<file path="config.mk">
export PLATFORM = sky130hd
export DESIGN_NAME = log_value_ascii_formatter
export DESIGN_NICKNAME = d
export VERILOG_FILES = /design/src/hw/rtl/lvaf_pkg.sv /design/src/hw/rtl/log_value_ascii_formatter.sv /design/src/hw/rtl/lvaf_front.sv /design/src/hw/rtl/lvaf_fifo.sv /design/src/hw/rtl/lvaf_back.sv
export SDC_FILE = /design/constraint.sdc
export NUM_CORES = 1
export LEC_CHECK = 0
export ABC_AREA = 0
export BUFFER_PORTS_ARGS = -buffer_cell sky130_fd_sc_hd__buf_2
export CAP_MARGIN = 20
export CORE_UTILIZATION = 40
export CTS_BUF_LIST = sky130_fd_sc_hd__clkbuf_8
export DETAILED_ROUTE_END_ITERATION = 16
export PLACE_DENSITY = 0.54
export SLEW_MARGIN = 20
export SYNTH_ARGS = -nofsm -noshare
export SYNTH_HDL_FRONTEND = slang
export SYNTH_HIERARCHICAL = 1
export SYNTH_SLANG_ARGS = --single-unit
</file>
<file path="constraint.sdc">
create_clock -name clock -period 13.7 [get_ports clock]
set_clock_uncertainty 0.2 [all_clocks]
set_input_delay 2.74 -clock clock [delete_from_list [all_inputs] [get_ports clock]]
set_output_delay 2.74 -clock clock [all_outputs]
set_load 0.01 [all_outputs]
</file>
<file path="src/hw/rtl/lvaf_pkg.sv">
// ----------------------------------------------------------------------------
// Log value formatter package
// Format codes, ASCII constants, record descriptor and conversion helpers.
// ----------------------------------------------------------------------------
package lvaf_pkg;

   localparam logic [2:0] FMT_UDEC = 3'd0;
   localparam logic [2:0] FMT_SDEC = 3'd1;
   localparam logic [2:0] FMT_HEX2 = 3'd2;
   localparam logic [2:0] FMT_HEX4 = 3'd3;
   localparam logic [2:0] FMT_HEX8 = 3'd4;
   localparam logic [2:0] FMT_CHAR = 3'd5;

   localparam logic [3:0] COLOR_NONE    = 4'd0;
   localparam logic [3:0] COLOR_DEFAULT = 4'd1;
   localparam logic [3:0] COLOR_FIRST   = 4'd2;
   localparam logic [3:0] COLOR_LAST    = 4'd9;

   localparam int VAL_W       = 32;
   localparam int DEC_DIGITS  = 10;
   localparam int BCD_W       = 4 * DEC_DIGITS;
   localparam int BITS_PER_CY = 4;
   localparam int CONV_CYCLES = VAL_W / BITS_PER_CY;

   localparam logic [7:0] ASCII_ESC      = 8'h1B;
   localparam logic [7:0] ASCII_LBRACKET = 8'h5B;
   localparam logic [7:0] ASCII_ZERO     = 8'h30;
   localparam logic [7:0] ASCII_THREE    = 8'h33;
   localparam logic [7:0] ASCII_M        = 8'h6D;
   localparam logic [7:0] ASCII_MINUS    = 8'h2D;
   localparam logic [7:0] ASCII_HEX_OFS  = 8'h37; // 'A' - 10

   localparam logic [2:0] PLEN_NONE    = 3'd0;
   localparam logic [2:0] PLEN_DEFAULT = 3'd4;
   localparam logic [2:0] PLEN_COLOR   = 3'd5;

   // One queued record, fully classified
   typedef struct packed {
      logic [2:0]       fmt;
      logic [3:0]       color;
      logic [2:0]       plen;
      logic             neg;
      logic [3:0]       ndig;
      logic [4:0]       len;
      logic [VAL_W-1:0] value;
      logic [BCD_W-1:0] bcd;
   } rec_type;

   // One double-dabble step: add 3 to digits of 5 or more, shift in one bit
   function automatic logic [BCD_W-1:0] dd_step(input logic [BCD_W-1:0] bcd,
                                                input logic bit_in);
      logic [BCD_W-1:0] adj;
      logic [3:0]       dig;
      for (int i = 0; i < DEC_DIGITS; i++) begin
         dig = bcd[4*i +: 4];
         if (dig >= 4'd5) begin
            dig = dig + 4'd3;
         end
         adj[4*i +: 4] = dig;
      end
      return {adj[BCD_W-2:0], bit_in};
   endfunction

   function automatic logic [7:0] hex_char(input logic [3:0] nib);
      if (nib < 4'd10) begin
         return ASCII_ZERO + {4'd0, nib};
      end
      return ASCII_HEX_OFS + {4'd0, nib};
   endfunction

endpackage

</file>
<file path="src/hw/rtl/log_value_ascii_formatter.sv">
// ----------------------------------------------------------------------------
// Log value ASCII formatter
// Turns one log record into ASCII bytes with an optional ANSI color prefix.
// ----------------------------------------------------------------------------
// Usage:
//  - Request: drive req_format, req_value, req_color and raise start; the
//    record transfers at a clock edge where start is high and busy is low.
//  - Result: one byte per cycle on rsp_out_byte with rsp_valid high for that
//    cycle; rsp_last marks the final byte. The receiver cannot stall, so every
//    strobed byte is a completed transfer. Records with no bytes (unused format
//    and no prefix) produce nothing.
//  - Config: csr_we writes csr_wdata into color_enable (reset value 1). Write
//    only while no record is in flight.
// Timing:
//  - Hex and char records enter the queue on the accept edge; the first byte
//    leaves through the back end's output register once earlier records are
//    sent. Decimal records run a BCD conversion (4 bits per cycle) and then
//    one queue write, which waits while the queue is full. The back end sends
//    one byte per cycle while the queue holds a record, up to 16 per record.
//  - A two-entry queue lets the front convert the next record while the back
//    end still sends the previous one.
// Reset: synchronous, clears queue, sequencers and the result strobe.
// ----------------------------------------------------------------------------
module log_value_ascii_formatter
   import lvaf_pkg::*;
(
   input  logic             clock,
   input  logic             reset,
   input  logic             start,
   output logic             busy,
   input  logic [2:0]       req_format,
   input  logic [VAL_W-1:0] req_value,
   input  logic [3:0]       req_color,
   output logic             rsp_valid,
   output logic [7:0]       rsp_out_byte,
   output logic             rsp_last,
   input  logic             csr_we,
   input  logic             csr_wdata
);

   logic    color_enable_ff, color_enable_in;
   logic    q_push, q_pop, q_full, q_empty;
   rec_type q_wdata, q_head;

   // Single config bit
   assign color_enable_in = csr_we ? csr_wdata : color_enable_ff;

   always_ff @(posedge clock) begin
      if (reset) begin
         color_enable_ff <= 1'b1;
      end else begin
         color_enable_ff <= color_enable_in;
      end
   end

   // Classify and convert
   lvaf_front u_front (
      .clock        (clock),
      .reset        (reset),
      .color_enable (color_enable_ff),
      .start        (start),
      .busy         (busy),
      .req_format   (req_format),
      .req_value    (req_value),
      .req_color    (req_color),
      .q_full       (q_full),
      .q_push       (q_push),
      .q_data       (q_wdata)
   );

   // Decouples conversion from byte output
   lvaf_fifo u_fifo (
      .clock     (clock),
      .reset     (reset),
      .push      (q_push),
      .push_data (q_wdata),
      .pop       (q_pop),
      .head      (q_head),
      .full      (q_full),
      .empty     (q_empty)
   );

   // Serialize bytes
   lvaf_back u_back (
      .clock        (clock),
      .reset        (reset),
      .head         (q_head),
      .empty        (q_empty),
      .pop          (q_pop),
      .rsp_valid    (rsp_valid),
      .rsp_out_byte (rsp_out_byte),
      .rsp_last     (rsp_last)
   );

endmodule

</file>
<file path="src/hw/rtl/lvaf_front.sv">
// ----------------------------------------------------------------------------
// Log value formatter front end
// Accepts records, filters color, converts decimal values to BCD, queues.
// ----------------------------------------------------------------------------
module lvaf_front
   import lvaf_pkg::*;
(
   input  logic             clock,
   input  logic             reset,
   input  logic             color_enable,
   input  logic             start,
   output logic             busy,
   input  logic [2:0]       req_format,
   input  logic [VAL_W-1:0] req_value,
   input  logic [3:0]       req_color,
   input  logic             q_full,
   output logic             q_push,
   output rec_type          q_data
);

   localparam logic [1:0] ST_IDLE = 2'd0;
   localparam logic [1:0] ST_CONV = 2'd1;
   localparam logic [1:0] ST_PUSH = 2'd2;
   localparam logic [2:0] CNT_LAST = 3'(CONV_CYCLES - 1);

   logic [1:0]       state_ff, state_in;
   logic [2:0]       cnt_ff, cnt_in;
   logic [VAL_W-1:0] bin_ff, bin_in;
   logic [BCD_W-1:0] bcd_ff, bcd_in;
   rec_type          hold_ff, hold_in;

   logic             accept, is_dec, neg;
   logic [3:0]       col_eff;
   logic [2:0]       plen;
   logic [3:0]       body_len;
   logic [VAL_W-1:0] mag;
   rec_type          direct;
   logic [3:0]       ndig;
   logic [BCD_W-1:0] bcd_step;
   logic [VAL_W-1:0] bin_step;

   assign busy   = (state_ff != ST_IDLE) | q_full;
   assign accept = start & ~busy;
   assign is_dec = (req_format == FMT_UDEC) | (req_format == FMT_SDEC);
   assign neg    = (req_format == FMT_SDEC) & req_value[VAL_W-1];
   assign mag    = neg ? (~req_value + VAL_W'(1)) : req_value;

   always_comb begin
      col_eff = COLOR_NONE;
      if (color_enable && req_color >= COLOR_DEFAULT && req_color <= COLOR_LAST) begin
         col_eff = req_color;
      end
      if (col_eff == COLOR_NONE) begin
         plen = PLEN_NONE;
      end else if (col_eff == COLOR_DEFAULT) begin
         plen = PLEN_DEFAULT;
      end else begin
         plen = PLEN_COLOR;
      end
   end

   always_comb begin
      case (req_format)
         FMT_HEX2: body_len = 4'd2;
         FMT_HEX4: body_len = 4'd4;
         FMT_HEX8: body_len = 4'd8;
         FMT_CHAR: body_len = 4'd1;
         default:  body_len = 4'd0;
      endcase
   end

   always_comb begin
      direct       = '0;
      direct.fmt   = req_format;
      direct.color = col_eff;
      direct.plen  = plen;
      direct.neg   = neg;
      direct.value = req_value;
      direct.len   = {2'b00, plen} + {1'b0, body_len};
   end

   // Significant decimal digits, at least one
   always_comb begin
      ndig = 4'd1;
      for (int i = 1; i < DEC_DIGITS; i++) begin
         if (bcd_ff[4*i +: 4] != 4'd0) begin
            ndig = 4'(i + 1);
         end
      end
   end

   // Four bits per cycle
   always_comb begin
      bcd_step = bcd_ff;
      bin_step = bin_ff;
      for (int s = 0; s < BITS_PER_CY; s++) begin
         bcd_step = dd_step(bcd_step, bin_step[VAL_W-1]);
         bin_step = {bin_step[VAL_W-2:0], 1'b0};
      end
   end

   always_comb begin
      state_in = state_ff;
      cnt_in   = cnt_ff;
      bin_in   = bin_ff;
      bcd_in   = bcd_ff;
      hold_in  = hold_ff;
      q_push   = 1'b0;
      q_data   = direct;
      unique case (state_ff)
         ST_IDLE: begin
            if (accept) begin
               if (is_dec) begin
                  hold_in  = direct;
                  bin_in   = mag;
                  bcd_in   = '0;
                  cnt_in   = '0;
                  state_in = ST_CONV;
               end else begin
                  q_push = (direct.len != 5'd0);
               end
            end
         end
         ST_CONV: begin
            bin_in = bin_step;
            bcd_in = bcd_step;
            cnt_in = cnt_ff + 3'd1;
            if (cnt_ff == CNT_LAST) begin
               state_in = ST_PUSH;
            end
         end
         ST_PUSH: begin
            q_data      = hold_ff;
            q_data.bcd  = bcd_ff;
            q_data.ndig = ndig;
            q_data.len  = {2'b00, hold_ff.plen} + {4'd0, hold_ff.neg} + {1'b0, ndig};
            if (!q_full) begin
               q_push   = 1'b1;
               state_in = ST_IDLE;
            end
         end
         default: begin
            state_in = ST_IDLE;
         end
      endcase
   end

   always_ff @(posedge clock) begin
      if (reset) begin
         state_ff <= ST_IDLE;
      end else begin
         state_ff <= state_in;
      end
      cnt_ff  <= cnt_in;
      bin_ff  <= bin_in;
      bcd_ff  <= bcd_in;
      hold_ff <= hold_in;
   end

endmodule

</file>
<file path="src/hw/rtl/lvaf_fifo.sv">
// ----------------------------------------------------------------------------
// Log value formatter record queue
// Two-entry queue of classified records between front and back end.
// ----------------------------------------------------------------------------
module lvaf_fifo
   import lvaf_pkg::*;
(
   input  logic    clock,
   input  logic    reset,
   input  logic    push,
   input  rec_type push_data,
   input  logic    pop,
   output rec_type head,
   output logic    full,
   output logic    empty
);

   rec_type    mem [2];
   logic       wr_ptr_ff, wr_ptr_in;
   logic       rd_ptr_ff, rd_ptr_in;
   logic [1:0] cnt_ff, cnt_in;

   assign full  = (cnt_ff == 2'd2);
   assign empty = (cnt_ff == 2'd0);
   assign head  = mem[rd_ptr_ff];

   always_comb begin
      wr_ptr_in = wr_ptr_ff ^ push;
      rd_ptr_in = rd_ptr_ff ^ pop;
      cnt_in    = cnt_ff + {1'b0, push} - {1'b0, pop};
   end

   always_ff @(posedge clock) begin
      if (reset) begin
         wr_ptr_ff <= 1'b0;
         rd_ptr_ff <= 1'b0;
         cnt_ff    <= 2'd0;
      end else begin
         wr_ptr_ff <= wr_ptr_in;
         rd_ptr_ff <= rd_ptr_in;
         cnt_ff    <= cnt_in;
      end
   end

   always_ff @(posedge clock) begin
      if (push) begin
         mem[wr_ptr_ff] <= push_data;
      end
   end

endmodule

</file>
<file path="src/hw/rtl/lvaf_back.sv">
// ----------------------------------------------------------------------------
// Log value formatter back end
// Walks the head record byte by byte and drives the registered result.
// ----------------------------------------------------------------------------
module lvaf_back
   import lvaf_pkg::*;
(
   input  logic       clock,
   input  logic       reset,
   input  rec_type    head,
   input  logic       empty,
   output logic       pop,
   output logic       rsp_valid,
   output logic [7:0] rsp_out_byte,
   output logic       rsp_last
);

   logic [3:0]       idx_ff, idx_in;
   logic             valid_ff;
   logic [7:0]       byte_ff;
   logic             last_ff;

   logic [7:0]       cur_byte;
   logic             cur_last;
   logic [3:0]       j, k, d;
   logic [2:0]       hd, hex_top;
   logic [BCD_W-1:0] bcd_sh;
   logic [VAL_W-1:0] val_sh;

   assign cur_last = ({1'b0, idx_ff} == (head.len - 5'd1));
   assign pop      = ~empty & cur_last;
   assign j        = idx_ff - {1'b0, head.plen};
   assign k        = j - {3'd0, head.neg};
   assign d        = head.ndig - 4'd1 - k;
   assign bcd_sh   = head.bcd >> {d, 2'b00};

   always_comb begin
      case (head.fmt)
         FMT_HEX2: hex_top = 3'd1;
         FMT_HEX4: hex_top = 3'd3;
         default:  hex_top = 3'd7;
      endcase
   end

   assign hd     = hex_top - j[2:0];
   assign val_sh = head.value >> {hd, 2'b00};

   always_comb begin
      cur_byte = ASCII_ZERO;
      if (idx_ff < {1'b0, head.plen}) begin
         case (idx_ff)
            4'd0: cur_byte = ASCII_ESC;
            4'd1: cur_byte = ASCII_LBRACKET;
            4'd2: cur_byte = (head.color == COLOR_DEFAULT) ? ASCII_ZERO : ASCII_THREE;
            4'd3: cur_byte = (head.color == COLOR_DEFAULT) ? ASCII_M
                             : ASCII_ZERO + {4'd0, head.color - COLOR_FIRST};
            default: cur_byte = ASCII_M;
         endcase
      end else begin
         case (head.fmt)
            FMT_UDEC, FMT_SDEC: begin
               if (head.neg && j == 4'd0) begin
                  cur_byte = ASCII_MINUS;
               end else begin
                  cur_byte = ASCII_ZERO + {4'd0, bcd_sh[3:0]};
               end
            end
            FMT_HEX2, FMT_HEX4, FMT_HEX8: cur_byte = hex_char(val_sh[3:0]);
            default:                      cur_byte = head.value[7:0];
         endcase
      end
   end

   always_comb begin
      idx_in = idx_ff;
      if (!empty) begin
         idx_in = cur_last ? 4'd0 : idx_ff + 4'd1;
      end
   end

   always_ff @(posedge clock) begin
      if (reset) begin
         idx_ff   <= 4'd0;
         valid_ff <= 1'b0;
      end else begin
         idx_ff   <= idx_in;
         valid_ff <= ~empty;
      end
      byte_ff <= cur_byte;
      last_ff <= cur_last;
   end

   assign rsp_valid    = valid_ff;
   assign rsp_out_byte = byte_ff;
   assign rsp_last     = last_ff & valid_ff;

endmodule

</file>
=== Word level (Yosys, flattened, before mapping) ===
Memory sizes are Yosys's and may differ from the RTL's. A register that Yosys moved wholly into a read port is not among the register bits.
Cells that the tools add are included.

* $add $sub $neg: 59
* $mul: 0
* Divide/modulo/power cells: 0
* Order comparisons: 44
* Eq/ne operators: 23
* Shifts and indexed selects: 2
* Mux-type cells: 89
* Bitwise gates (word level): 11
* Reduce and logical (&&, ||, !) cells: 27

{| class="wikitable"
|+ Operators by type and width
! kind !! count
|-
| 2-to-1 mux 4 bit || 41
|-
| >= comparator 4 x 3 -> 1 bit (second input constant) || 40
|-
| adder 4 x 2 -> 4 bit (second input constant) || 36
|-
| 2-to-1 mux 32 bit || 3
|-
| 2-to-1 mux 92 bit || 1
|-
| 2-to-1 mux 40 bit || 2
|-
| case mux 40 bit (2 select lines) || 1
|-
| case mux 32 bit (2 select lines) || 1
|-
| 2-to-1 mux 8 bit || 5
|-
| >> shifter 40 x 6 -> 4 bit || 1
|-
| nonzero test 4 bit || 9
|-
| 2-to-1 mux 3 bit || 11
|-
| adder 32 x 1 -> 32 bit (second input constant) || 1
|-
| NOT 32 bit || 1
|-
| case mux 8 bit (4 select lines) || 1
|-
| >> shifter 32 x 5 -> 4 bit || 1
|-
| adder 6 x 4 -> 7 bit (first input constant) || 4
|-
| case mux 4 bit (4 select lines) || 1
|-
| case mux 8 bit (2 select lines) || 1
|-
| 2-to-1 mux 2 bit || 7
|-
| adder 3 x 2 -> 3 bit (second input constant) || 4
|-
| equality test 3 x 2 -> 1 bit (second input constant) || 4
|-
| equality test 3 bit (second input constant) || 4
|-
| equality test 4 x 1 -> 1 bit (second input constant) || 3
|-
| other kinds (43) || 72
|}

* Flip-flop bits (word level): 139
* Latch bits: 0
* Bits in writable memories: 184
* Bits in read-only memories: 0
* Output and inout port bits: 11
* Word-level logic and storage cells: 273
* Memories: 1

{| class="wikitable"
|+ Memory list
! memory !! words !! width !! read ports !! clocked after Yosys merged registers in !! write ports !! RTL line !! text
|-
| u_fifo.mem || 2 || 92 || 1 || 1 || 1 || lvaf_fifo.sv:18 || <nowiki>rec_type mem [2];</nowiki>
|}

=== Longest topological paths before layout ===
* Depth after elaboration: 14
* Gate-level depth with buffers: 24
* Mapped depth without buffers: 24

=== By module ===
Netlist, hierarchy kept.

{| class="wikitable"
|+ By module, submodules not included
! module !! times used !! cells each !! area an instance (sq um)
|-
| lvaf_front || 1 || 1,279 || 10,866.7
|-
| lvaf_fifo || 1 || 305 || 7,120.6
|-
| lvaf_back || 1 || 208 || 1,890.6
|-
| log_value_ascii_formatter || 1 || 3 || 35.0
|}

=== Worst setup path after synthesis ===
Ideal clock, no wire load.

* Kind: input to register
* From: in req_format[1]
* To: reg u_front.bcd_ff[0] (enable)
* Arrival time: 6.685 ns
* Path slack: 6.282 ns
* Cell stages on the path: 3
* Path buffers: 0
* Path through: nor2_1 nand3_1 a21oi_1

* Cells in the longest elaborated chain, start to end: 4
* Elaborated cells on any way between the ends: 5

{| class="wikitable"
|+ RTL lines
! element !! RTL line !! text
|-
| start: declaration || log_value_ascii_formatter.sv:31 || <nowiki>input logic [2:0] req_format,</nowiki>
|-
| equality test 3 x 1 -> 1 bit / logical NOT 3 bit (equally long branches) || lvaf_front.sv:44 || <nowiki>assign is_dec = (req_format == FMT_UDEC) | (req_format == FMT_SDEC);</nowiki>
|-
| bitwise OR 1 bit * || lvaf_front.sv:44 ||
|-
| != test 2 x 1 -> 1 bit (no line) * || n/a ||
|-
| AND reduction 3 bit (no line) * || n/a ||
|-
| end signal: assignment || lvaf_front.sv:156 || <nowiki>bcd_ff <= bcd_in;</nowiki>
|-
| end: declaration || lvaf_front.sv:29 || <nowiki>logic [BCD_W-1:0] bcd_ff, bcd_in;</nowiki>
|}

Mark *: on every way between the ends. The rest lies on a longest branch, timed or not.
A chain may end at the register's enable or synchronous reset.

==> flow_summary.yaml <==
synthesis:
  syn_inst: 1795
  ys_warn_count: 6
  ys_ff_latch: 322
  synth_edf_count: 301
  synth-main-ff-cell: "edfxtp_1"
  syn_avg_cell_area_sq_um: 11.1
  yosysSeqAreaShare_pct: 47.5
  synthArstFlopShare_pct: 0
  netlist_area_sq_um: 19900
  synth_nets: 1948
  ys_types: 89
clock_tree:
  htreeDepth: 2
  cts_root_buf: "clkbuf_8"
  numCtsBuffers: 56
  postCtsSetupBuffers: 0
  cts_sinks: 322
  cts_tree: "built"
  ctsResizeCount: 0
  insertion_delay_ns: 0.66
  holdBufCountCts: 0
  cts_buffer_depth: 3
  path_clk_slew_ns: 0.06
die:
  start_util_pct: 40.6
  die_area_sq_um: 50700
  io-pin-count: 55
  core_sq_um: 49100
  die_h_um: 225
  die_x_um: 225
  rows: 81
routing:
  drtIter0Drc: 860
  ant_nets: 0
  drt-wirelength-per-cell_um: 17.2
  num_vias: 13407
  drcViolationCount: 0
  via_per_inst: 5.23
  drt-pass1-iter-count: 7
  wirelength_um: 44100
setup_path:
  r2r_slack_ns: 8.41
  cp_cell_sequence: "buf_2 > o21ai_0 > nand2_1 > a21oi_1 > ha_1 > nand2_1 > nor3_1 > o21ai_0 > o211ai_1 > o221a_2 > nor2_1 > nor3_1 > ha_4 > buf_4"
  critPathSlowestCell: "buf_4"
  max_stage_delay_ns: 0.77
  cp.required_ns: 13.75
  reg2regPathDepth: 15
  arrival_ns: 6.65
  cp-startpoint: "req_color[1]"
  timing.rr.end: "u_back/rsp_out_byte[2]"
  crit_path_end_kind: "flip-flop"
  crit_end: "u_fifo/mem[1][14]"
  path_max_fanout: 68
  r2r_start: "u_fifo/rd_ptr_ff"
  crit_type: "in2reg"
  worstSetupStartpointType: "input port"
power:
  ir_worst_vdd_uv: 77.0
  power_density_nw_per_um2: 154
  power.total_mw: 3.39
  clock_power_share_pct: 27.0
  intPower_mw: 2.22
  power_switching_share_pct: 34.4
  p_comb_share_pct: 37.3
  p_switching_mw: 1.17
  seqPwrFrac_pct: 35.7
  leakage_nw: 8.60
global_routing:
  grt_max_degree: 78
  track_usage_pct: 17.5
  first_global_vias: 13035
  antenna_found_initial: 1
  grt_pass1_wl_um: 69900
  overflow: 0
cells_and_area:
  layout_common_cells: "edfxtp_1, nand2_1, inv_1, nor2_1, ha_1"
  nNetsFinal: 2009
  ff_latch_area_sq_um: 9460
  final_common_cell: "edfxtp_1"
  syn2layout_area_growth_pct: 10.5
  n_fill_cell: 4683
  multi_input_area_sq_um: 9760
  drive_gt1_share_pct: 16.1
placement:
  dp_hpwl_um: 30100
  port_buffers: 54
  gp_congestion: 0.815
sta:
  final_max_slew_viol_count: 0
  period_share_pct: 48.2
  fmax_ghz: 0.152
  final-hold-violation-count: 0
  slew_headroom_pct: 33.9
  tns_ns: 0
  max_slew.worst_pin.slew_ns: 0.991
  final.min_clock_period_ns: 6.60
  rsz0062_at_grt: "false"
  setup_viol: 0
worst_hold_path:
  hold_class: "reg2reg"
flow_run:
  maxCapViolations: 0
status:
  status: "finished, final reports clean"
[how the worst min path moves through the flow]
stage	from	endpoint	slack [ns]	depth (start not counted)
3_3_place_gp	u_front/bin_ff[4]	u_front/bin_ff[8]	0.30	2
6_report	u_front/hold_ff[70]	u_fifo/mem[1][70]	0.32	2
3_5_place_dp	u_front/bin_ff[5]	u_front/bin_ff[9]	0.31	2
5_1_grt	u_front/bin_ff[1]	u_front/bin_ff[5]	0.35	2
4_1_cts	u_front/hold_ff[70]	u_fifo/mem[1][70]	0.32	2
2_1_floorplan	u_front/bin_ff[27]	u_front/bin_ff[31]	0.28	2
[power by group through the flow]
stage	combinational [mW]	clock, mW	sequential (mW)
global placement	1.24	0	1.23
floorplan	0.991	0	1.23
detailed placement	1.26	0	1.23
global route	1.41	0.985	1.22
finish	1.26	0.914	1.21
CTS	1.27	0.944	1.21
[registers in the layout (all words and copies together) (netlist names)]
name                 count
u_fifo/rd_ptr_ff         1
u_front/hold_ff         42
u_front/bcd_ff          40
u_back/rsp_out_byte      8
u_back/rsp_valid         1
u_fifo/cnt_ff            2
u_fifo/wr_ptr_ff         1
u_front/bin_ff          32
u_front/state_ff         2
u_fifo/mem             184
u_back/idx_ff            4
color_enable_ff          1
u_back/last_ff           1
u_front/cnt_ff           3
[cells in the mapped netlist (17+ instances only)]
cell	number	area (sq um)
edfxtp_1	301	9040
nand2_1	218	818
nor2_1	134	503
inv_1	117	439
ha_1	105	1310
o21ai_0	83	415
mux2_4	72	1080
a21oi_1	63	315
mux2i_1	59	591
nand2b_1	46	288
and2_1	43	269
xnor2_1	40	350
clkbuf_1	37	139
mux2_2	35	394
xor2_1	35	307
nor2b_1	30	188
nor3_1	25	125
dfxtp_1	21	420
or3_1	21	131
a211oi_1	17	128
[critical path: cells and delay by family]
kind                     cells  cell delay [ns]
buffers and inverters        2             0.89
adder cells (fa/ha/maj)      2             0.77
AO/OA/AOI/OAI                5             1.08
AND/OR/NAND/NOR              5             1.04
[per-stage QoR]
step / cells / hold WS [ns] / area (sq um) / util, % / setup slack [ns]
3_3_place_gp: 2462 / 0.303 / 20800 / 42.5 / 6.64
5_1_grt: 2563 / 0.348 / 22000 / 44.9 / 6.84
2_1_floorplan: 1795 / 0.284 / 19900 / - / 6.28
3_5_place_dp: 2462 / 0.308 / 20800 / 42.5 / 6.52
6_report: 2563 / 0.321 / 22000 / 44.9 / 7.10
4_1_cts: 2562 / 0.323 / 22000 / 44.9 / 7.19
[logic make-up (layout without fill, tap and decap cells)]
logic type               Yosys count  after routing  synth area share, %
flip-flops                       322            322                 47.5
buffers and inverters            178            281                 3.76
XOR/XNOR                          78             78                 3.61
AO/OA/AOI/OAI                    314            314                 10.8
AND/OR/NAND/NOR                  608            608                 14.9
adder cells (fa/ha/maj)          109            109                 7.00
other                              1              2               0.0188
multiplexers                     185            185                 12.4
[per-layer routing]
metal	share of wire, %	global-route usage, %	vias up
li1	-	-	6640
met4	1.9	5.29	0
met2	46	28.4	236
met1	48	23.7	6475
met3	4.1	2.97	56
met5	0	0	-
[area by class of cell]
| cell class | instances | area share [%] |
|---|---|---|
| clock buffers | 65 | 4.06 |
| well taps | 664 | 3.77 |
| multi-input cells | 1295 | 44.3 |
| flip-flops and latches | 322 | 43.0 |
| inverters | 117 | 1.99 |
| diodes | 1 | 0.0114 |
| clock inverters | 35 | 1.24 |
| repair buffers | 64 | 1.59 |
Power figures use the tool's default switching activity.
